**src/sv/pmc_pkg.sv**
```systemverilog
// ----------------------------------------------------------------------------
// pmc_pkg: shared types and constants of the phase minimum consensus node
// Word layouts of both channels, the configuration image, the descriptor of
// a result burst and the codes used across the node.
// ----------------------------------------------------------------------------
package pmc_pkg;

  // packed id slots in the neighbor id registers
  localparam int ID_SLOTS   = 8;
  localparam int SLOT_IDX_W = 3;
  localparam int CFG_IDX_W  = 3;
  localparam int CFG_DATA_W = 64;

  localparam logic [7:0] COUNT_MAX = 8'd255;

  // request codes
  localparam logic REQ_START = 1'b0;
  localparam logic REQ_MSG   = 1'b1;

  // result kinds
  localparam logic KIND_SEND   = 1'b0;
  localparam logic KIND_DECIDE = 1'b1;

  // configuration register indexes
  localparam logic [CFG_IDX_W-1:0] CFG_DIAMETER    = 3'd0;
  localparam logic [CFG_IDX_W-1:0] CFG_IN_COUNT    = 3'd1;
  localparam logic [CFG_IDX_W-1:0] CFG_OUT_COUNT   = 3'd2;
  localparam logic [CFG_IDX_W-1:0] CFG_START_VALUE = 3'd3;
  localparam logic [CFG_IDX_W-1:0] CFG_IN_IDS      = 3'd4;
  localparam logic [CFG_IDX_W-1:0] CFG_OUT_IDS     = 3'd5;

  // configuration reset values
  localparam logic [7:0] DIAMETER_RST  = 8'd5;
  localparam logic [3:0] IN_COUNT_RST  = 4'd1;
  localparam logic [3:0] OUT_COUNT_RST = 4'd1;

  typedef struct packed {
    logic               req_type;
    logic [7:0]         source_id;
    logic signed [31:0] msg_value;
  } in_word_t;

  typedef struct packed {
    logic               out_kind;
    logic [7:0]         dest_id;
    logic signed [31:0] out_value;
    logic               last;
  } out_word_t;

  typedef struct packed {
    logic [7:0]              diameter;
    logic [3:0]              in_count;
    logic [3:0]              out_count;
    logic signed [31:0]      start_value;
    logic [ID_SLOTS*8-1:0]   in_ids;
    logic [ID_SLOTS*8-1:0]   out_ids;
  } cfg_t;

  // one item's results: a single decision or one send per out-neighbor
  typedef struct packed {
    logic                  valid;
    logic                  kind;
    logic signed [31:0]    value;
    logic [SLOT_IDX_W-1:0] last_idx;
  } burst_t;

endpackage

```
**src/sv/pmc_node.sv**
```systemverilog
// ----------------------------------------------------------------------------
// pmc_node: protocol state of one consensus node
// Holds the running minimum, round and receive counters, and turns one item
// into a result burst descriptor in a single pass.
// ----------------------------------------------------------------------------
module pmc_node
  import pmc_pkg::*;
#(
  parameter int MAX_IN_NEIGHBORS  = 8,
  parameter int MAX_OUT_NEIGHBORS = 8
) (
  input  logic     clk,
  input  logic     rst_n,
  input  cfg_t     cfg,
  input  logic     step_en,
  input  in_word_t item,
  output burst_t   burst
);

  localparam int InSlots  = (MAX_IN_NEIGHBORS  < ID_SLOTS) ? MAX_IN_NEIGHBORS  : ID_SLOTS;
  localparam int OutSlots = (MAX_OUT_NEIGHBORS < ID_SLOTS) ? MAX_OUT_NEIGHBORS : ID_SLOTS;

  logic signed [31:0] min_r;
  logic [7:0]         rounds_r;
  logic               fin_r;
  logic [7:0]         cnt_r [InSlots];

  logic signed [31:0] min_nxt;
  logic [7:0]         rounds_base;
  logic [7:0]         rounds_nxt;
  logic               fin_nxt;
  logic [7:0]         cnt_nxt [InSlots];
  logic [InSlots-1:0] hit;
  logic [3:0]         n_in;
  logic [3:0]         n_out;
  logic               is_start;
  logic               active;
  logic               found;
  logic               ge_dia;
  logic               ge_rnd;
  logic               decide;
  logic               send;

  always_comb begin
    is_start = (item.req_type == REQ_START);
    active   = is_start || !fin_r;
    n_in     = (cfg.in_count  > 4'(InSlots))  ? 4'(InSlots)  : cfg.in_count;
    n_out    = (cfg.out_count > 4'(OutSlots)) ? 4'(OutSlots) : cfg.out_count;

    if (is_start) begin
      min_nxt = cfg.start_value;
    end else if (item.msg_value < min_r) begin
      min_nxt = item.msg_value;
    end else begin
      min_nxt = min_r;
    end
    rounds_base = is_start ? 8'd0 : rounds_r;

    // count the sender in its first matching in-use slot
    found = 1'b0;
    for (int i = 0; i < InSlots; i++) begin
      hit[i] = !found && (4'(i) < n_in) && (cfg.in_ids[8*i +: 8] == item.source_id);
      found  = found | hit[i];
      if (is_start) begin
        cnt_nxt[i] = 8'd0;
      end else if (hit[i] && (cnt_r[i] != COUNT_MAX)) begin
        cnt_nxt[i] = cnt_r[i] + 8'd1;
      end else begin
        cnt_nxt[i] = cnt_r[i];
      end
    end

    ge_dia = 1'b1;
    ge_rnd = 1'b1;
    for (int i = 0; i < InSlots; i++) begin
      if (4'(i) < n_in) begin
        if (cnt_nxt[i] < cfg.diameter) ge_dia = 1'b0;
        if (cnt_nxt[i] < rounds_base)  ge_rnd = 1'b0;
      end
    end

    decide     = !is_start && ge_dia;
    send       = !decide && (rounds_base < cfg.diameter) && ge_rnd;
    rounds_nxt = rounds_base + 8'(send);
    fin_nxt    = is_start ? 1'b0 : (decide | fin_r);

    burst.valid    = active && (decide || (send && (n_out != 4'd0)));
    burst.kind     = decide ? KIND_DECIDE : KIND_SEND;
    burst.value    = min_nxt;
    burst.last_idx = decide ? '0 : SLOT_IDX_W'(n_out - 4'd1);
  end

  always_ff @(posedge clk) begin
    if (!rst_n) begin
      min_r    <= '0;
      rounds_r <= '0;
      fin_r    <= 1'b0;
      for (int i = 0; i < InSlots; i++) cnt_r[i] <= '0;
    end else if (step_en && active) begin
      min_r    <= min_nxt;
      rounds_r <= rounds_nxt;
      fin_r    <= fin_nxt;
      cnt_r    <= cnt_nxt;
    end
  end

endmodule

```
**src/sv/phase_min_consensus_node_unit.sv**
```systemverilog
// ----------------------------------------------------------------------------
// phase_min_consensus_node_unit: one node of the phase minimum algorithm
// Tracks the network-wide minimum, emits one send per out-neighbor each
// round and a single decision once every in-neighbor has delivered all its
// rounds.
// ----------------------------------------------------------------------------
//
//  channel | direction | handshake             | word
//  --------+-----------+-----------------------+------------------------------
//  in_     | input     | in_valid / in_stall   | req_type, source_id, msg_value
//  out_    | output    | out_valid / out_stall | out_kind, dest_id, out_value,
//          |           |                       | last
//  cfg_    | input     | cfg_we                | cfg_index, cfg_wdata
//
//  An accepted word waits in the input register until the result register
//  is free; then the node state updates and its results load the result
//  register. A word causing k results (k is 0, 1 or out_count up to 8)
//  holds the result register until its last result is handed off: the
//  burst sequencer walks the out-neighbor slots. Words with at most one
//  result flow at one per cycle while out_stall is low.
//  out_stall freezes the result register; in_stall rises only while the input
//  register is full and the result register holds a burst that does not hand
//  off its last word in this cycle.
//  rst_n is synchronous: it clears node state, pipeline valids and restores
//  the configuration defaults.
//
module phase_min_consensus_node_unit
  import pmc_pkg::*;
#(
  parameter int MAX_IN_NEIGHBORS  = 8,
  parameter int MAX_OUT_NEIGHBORS = 8
) (
  input  logic                  clk,
  input  logic                  rst_n,
  // input channel
  input  logic                  in_valid,
  output logic                  in_stall,
  input  in_word_t              in_data,
  // result channel
  output logic                  out_valid,
  input  logic                  out_stall,
  output out_word_t             out_data,
  // configuration port
  input  logic                  cfg_we,
  input  logic [CFG_IDX_W-1:0]  cfg_index,
  input  logic [CFG_DATA_W-1:0] cfg_wdata
);

  cfg_t                  cfg_r;

  logic                  in_valid_r;
  in_word_t              in_word_r;

  burst_t                burst;
  logic                  b_valid_r;
  logic                  b_kind_r;
  logic signed [31:0]    b_value_r;
  logic [SLOT_IDX_W-1:0] b_last_r;
  logic [SLOT_IDX_W-1:0] b_idx_r;

  logic                  out_last;
  logic                  burst_done;
  logic                  burst_free;
  logic                  advance;

  // ---- configuration registers -------------------------------------------
  always_ff @(posedge clk) begin
    if (!rst_n) begin
      cfg_r.diameter    <= DIAMETER_RST;
      cfg_r.in_count    <= IN_COUNT_RST;
      cfg_r.out_count   <= OUT_COUNT_RST;
      cfg_r.start_value <= '0;
      cfg_r.in_ids      <= '0;
      cfg_r.out_ids     <= '0;
    end else if (cfg_we) begin
      case (cfg_index)
        CFG_DIAMETER:    cfg_r.diameter    <= cfg_wdata[7:0];
        CFG_IN_COUNT:    cfg_r.in_count    <= cfg_wdata[3:0];
        CFG_OUT_COUNT:   cfg_r.out_count   <= cfg_wdata[3:0];
        CFG_START_VALUE: cfg_r.start_value <= cfg_wdata[31:0];
        CFG_IN_IDS:      cfg_r.in_ids      <= cfg_wdata;
        CFG_OUT_IDS:     cfg_r.out_ids     <= cfg_wdata;
        default: ;  // unmapped index: drop the write
      endcase
    end
  end

  // ---- handshake control -------------------------------------------------
  // The result register frees up when empty or on the handoff of its last word.
  assign out_last   = (b_idx_r == b_last_r);
  assign burst_done = b_valid_r && !out_stall && out_last;
  assign burst_free = !b_valid_r || burst_done;
  assign advance    = in_valid_r && burst_free;
  assign in_stall   = in_valid_r && !burst_free;

  // ---- input register ----------------------------------------------------
  always_ff @(posedge clk) begin
    if (!rst_n) begin
      in_valid_r <= 1'b0;
    end else if (!in_stall) begin
      in_valid_r <= in_valid;
    end
  end

  always_ff @(posedge clk) begin
    if (!in_stall && in_valid) begin
      in_word_r <= in_data;
    end
  end

  // ---- node state and result decision -------------------------------------
  pmc_node #(
    .MAX_IN_NEIGHBORS  (MAX_IN_NEIGHBORS),
    .MAX_OUT_NEIGHBORS (MAX_OUT_NEIGHBORS)
  ) u_node (
    .clk     (clk),
    .rst_n   (rst_n),
    .cfg     (cfg_r),
    .step_en (advance),
    .item    (in_word_r),
    .burst   (burst)
  );

  // ---- result register and burst sequencer --------------------------------
  always_ff @(posedge clk) begin
    if (!rst_n) begin
      b_valid_r <= 1'b0;
      b_idx_r   <= '0;
    end else if (advance) begin
      // load the next burst, start at out-neighbor slot 0
      b_valid_r <= burst.valid;
      b_idx_r   <= '0;
    end else if (burst_done) begin
      b_valid_r <= 1'b0;
    end else if (b_valid_r && !out_stall) begin
      b_idx_r   <= b_idx_r + 1'b1;
    end
  end

  always_ff @(posedge clk) begin
    if (advance) begin
      b_kind_r  <= burst.kind;
      b_value_r <= burst.value;
      b_last_r  <= burst.last_idx;
    end
  end

  assign out_valid          = b_valid_r;
  assign out_data.out_kind  = b_kind_r;
  assign out_data.dest_id   = (b_kind_r == KIND_SEND) ? cfg_r.out_ids[8*b_idx_r +: 8] : 8'd0;
  assign out_data.out_value = b_value_r;
  assign out_data.last      = out_last;

  // ---- assertions --------------------------------------------------------
  a_stall_needs_busy: assert property (@(posedge clk) disable iff (!rst_n)
    in_stall |-> (in_valid_r && b_valid_r))
    else $error("input stalled while the result register can take a burst");

  a_idx_in_burst: assert property (@(posedge clk) disable iff (!rst_n)
    b_valid_r |-> (b_idx_r <= b_last_r))
    else $error("burst slot index ran past the last out-neighbor");

  a_decide_alone: assert property (@(posedge clk) disable iff (!rst_n)
    (b_valid_r && (b_kind_r == KIND_DECIDE)) |-> out_last)
    else $error("decision is not the only word of its burst");

  a_hold_on_stall: assert property (@(posedge clk) disable iff (!rst_n)
    (b_valid_r && out_stall) |=> (b_valid_r && $stable(b_idx_r)))
    else $error("burst advanced while the result channel stalled");

endmodule
```
**config.mk**
```make
export PLATFORM = sky130hd
export DESIGN_NAME = phase_min_consensus_node_unit
export DESIGN_NICKNAME = d
export VERILOG_FILES = /design/src/sv/pmc_pkg.sv /design/src/sv/pmc_node.sv /design/src/sv/phase_min_consensus_node_unit.sv
export SDC_FILE = /design/constraint.sdc
export NUM_CORES = 1
export LEC_CHECK = 0
export BUFFER_PORTS_ARGS = -buffer_cell sky130_fd_sc_hd__buf_2
export CELL_PAD_IN_SITES_DETAIL_PLACEMENT = 1
export CELL_PAD_IN_SITES_GLOBAL_PLACEMENT = 1
export CORE_ASPECT_RATIO = 2
export CORE_MARGIN = 2
export CORE_UTILIZATION = 47
export CTS_CLUSTER_DIAMETER = 200
export CTS_CLUSTER_SIZE = 10
export DETAILED_ROUTE_END_ITERATION = 12
export GPL_TIMING_DRIVEN = 1
export PLACE_DENSITY_LB_ADDON = 0.15
export SYNTH_ARGS = -nofsm -noshare
export SYNTH_HDL_FRONTEND = slang
export SYNTH_SLANG_ARGS = --single-unit
```
**constraint.sdc**
```tcl
create_clock -name clk -period 7 [get_ports clk]
set_input_delay 0.7 -clock clk [delete_from_list [all_inputs] [get_ports clk]]
set_output_delay 0.7 -clock clk [all_outputs]
set_load 0.05 [all_outputs]
```
==> results_dict.tcl <==
set metrics [dict create \
    drive_gt1_share_pct 11.9 \
    num_rows 109 \
    syn_avg_cell_area_um2 8.49 \
    crit_path_frequent_cell "ha_1" \
    p_seq_share_pct 46.1 \
    ys_types 78 \
    finalInstanceArea_um2 23300 \
    min_period_ns 6.49 \
    max_freq_mhz 154 \
    gp_congestion 0.974 \
    die_width_um 153 \
    htree_levels 2 \
    pwr_density_cell_nw_per_um2 212 \
    tns_ns 0 \
    internal_power_mw 3.52 \
    fillers 5278 \
    tightestPinTransition_ns 1.26 \
    io-pin-count 157 \
    p_leak_nw 8.67 \
    maxSlewViolCount 0 \
    antenna_cells 0 \
    startpoint_type "register" \
    slowest_stage "edfxtp_1" \
    syn_to_final_growth_pct 11.6 \
    avgViaCountPerCell 6.24 \
    status "completed" \
    ys_ff_latch 363 \
    syn_inst 2458 \
    floorplan.initialDensity_pct 47.3 \
    synth_edf_count 77 \
    place_inst 3053 \
    clockBufferDepth 3 \
    io_buffers 156 \
    rsz0062_at_grt "false" \
    dpl_cell_area_um2 22100 \
    pwr-share-comb_pct 12.7 \
    power.switching_mw 1.42 \
    wl_per_cell_um 24.9 \
    startpoint "in_word_r[35]$_DFFE_PP_" \
    cts_tree "built" \
    cts_sinks 363 \
    peakVddDrop_mv 0.195 \
    cts_buffers 42 \
    hp-class "in -> reg" \
    nNetsFinal 2817 \
    clk_latency_ns 0.58 \
    antenna_found_initial 4 \
    worstPathMaxFanout 10 \
    wirelength_mm 77.7 \
    die_area_um2 46200 \
    core_area_um2 44100 \
    syn-num-nets 2733 \
    grt_max_degree 166 \
    finClkSkew_ns 0.0242 \
    first_pass_iters 4 \
    final_cell_mix "nand2_1 (530), dfxtp_1 (286), a21oi_1 (251)" \
    first_global_vias 20800 \
    r2r_start "in_word_r[35]$_DFFE_PP_" \
    synth_area_um2 20900 \
    timing.critical_path.slowest_cell_delay_ns 0.63 \
    p_sw_share_pct 28.8 \
    final_common_cell "nand2_1" \
    worstPathRequired_ns 7.41 \
    yosysWarnings 0 \
    crit_arrival_ns 6.91 \
    drtIter0Drc 1047 \
    grt_use_total_pct 33.0 \
    p_clk_share_pct 41.2 \
    drc 0 \
    grt_overflow 0 \
    clk_pin_slew_ns 0.06 \
    ys_async_sr_fraction_pct 0 \
    yosysSeqAreaShare_pct 38.5 \
    synthFlopType "dfxtp_1" \
    setup_viol 0 \
    path_class "reg -> reg" \
    fin_crit_sh_pct 92.7 \
    num_vias 19400 \
    dp_hpwl_mm 56.4 \
    dieHeight_um 302 \
    ctsHoldBuffers 0 \
    finalPower_mw 4.94 \
    max_cap_violations 0 \
    end_kind "register" \
    clock-root-buffer "clkbuf_16" \
    hold_start "in_data[34]" \
    stdcell_count 3117 \
    ant_nets 0 \
    grt_pass1_wl_mm 119 \
    hold_viol_final 0 \
    timing.slew.headroom_pct 15.1 \
]
[per-stage QoR]
stage               setup slack [ns]  util (%)  hold slack [ns]
global route                 0.00224      52.9            0.298
global placement               0.706      50.2            0.438
finish                         0.510      52.9            0.307
CTS                            0.454      52.8            0.294
detailed placement             0.482      50.2            0.446
floorplan                       1.72         -            0.433
[synthesized netlist by cell type (16+ instances only)]
master,n,share of area (%)
nor2_1,116,2.1
a21oi_1,253,6.1
and3_1,16,0.48
ha_1,162,9.7
dfxtp_1,286,27
edfxtp_1,77,11
o21ai_0,39,0.94
nand4_1,68,2.0
a211oi_1,25,0.90
mux2i_1,29,1.4
a21o_1,30,1.1
inv_1,100,1.8
clkbuf_1,135,2.4
a2111oi_0,38,1.6
nor3_1,72,1.7
mux4_2,16,1.7
nand3_1,41,0.98
nand2_1,531,9.6
xor2_1,68,2.9
o221ai_1,67,2.8
xnor2_1,48,2.0
and4_1,38,1.6
[area by class of cell]
cell class	instances	area [um2]	area share (%)
Clock buffer	60	1120	4.80
Clock inverter	4	67.6	0.290
Inverter	103	392	1.68
Multi-Input combinational cell	1825	11800	50.6
Sequential cell	363	8040	34.5
Tap cell	555	694	2.98
Timing Repair Buffer	207	1200	5.16
[kinds of logic (layout without fill, tap and decap cells)]
| logic type | Yosys count | after routing | synth area share, % |
|---|---|---|---|
| buffers and inverters | 270 | 374 | 5.28 |
| XOR/XNOR | 120 | 120 | 5.18 |
| AND/OR/NAND/NOR | 972 | 972 | 21.8 |
| flip-flops | 363 | 363 | 38.5 |
| adder cells (fa/ha/maj) | 162 | 162 | 9.72 |
| multiplexers | 47 | 47 | 3.23 |
| AO/OA/AOI/OAI | 524 | 524 | 16.3 |
[routing by layer]
layer  track usage [%]  routed length [um]  vias to the layer above
met5                 0                  27                        -
met4              23.7                6480                        4
met3              4.18                2880                      280
met2              61.1               40500                      547
met1              34.2               27800                     9656
li1                  -                   -                     8948
[power groups by stage]
stage	sequential, mW	clock (mW)	combinational [mW]
floorplan	2.34	0	0.362
global placement	2.31	0	0.601
detailed placement	2.32	0	0.620
CTS	2.27	2.06	0.624
global route	2.28	2.13	0.678
finish	2.28	2.03	0.628
[what timing repair did]
item                                    4_1_cts  5_1_grt
endpoints found under the setup margin        0        1
buffers inserted                              0        0
gates resized for setup                       0        1
[critical path, delay by kind of cell, from the launching register on]
kind / cells / cell delay, ns
AND/OR/NAND/NOR: 13 / 3.13
adder cells (fa/ha/maj): 3 / 0.69
XOR/XNOR: 1 / 0.22
AO/OA/AOI/OAI: 7 / 1.60
flip-flops: 1 / 0.63
buffers and inverters: 1 / 0.06
[sequential cells by signal, summed over array words and instances (netlist names)]
signal	count
cfg_r	176
u_node.min_r	32
in_word_r	41
b_kind_r	1
b_idx_r	3
out_valid	1
u_node.rounds_r	8
b_value_r	32
b_last_r	3
u_node.cnt_r	64
in_valid_r	1
u_node.fin_r	1
[path summary, 6_finish.rpt]
check                           cells past startpoint  slack (ns)                               to
worst max-delay path                               25        0.51  u_node.rounds_r[6]$_SDFFE_PN0P_
worst min-delay path                                1        0.31          in_word_r[34]$_DFFE_PP_
worst max register to register                     25        0.51  u_node.rounds_r[6]$_SDFFE_PN0P_
worst min register to register                      2        0.45           cfg_r[20]$_SDFFE_PN0P_
Power figures use the tool's default switching activity.
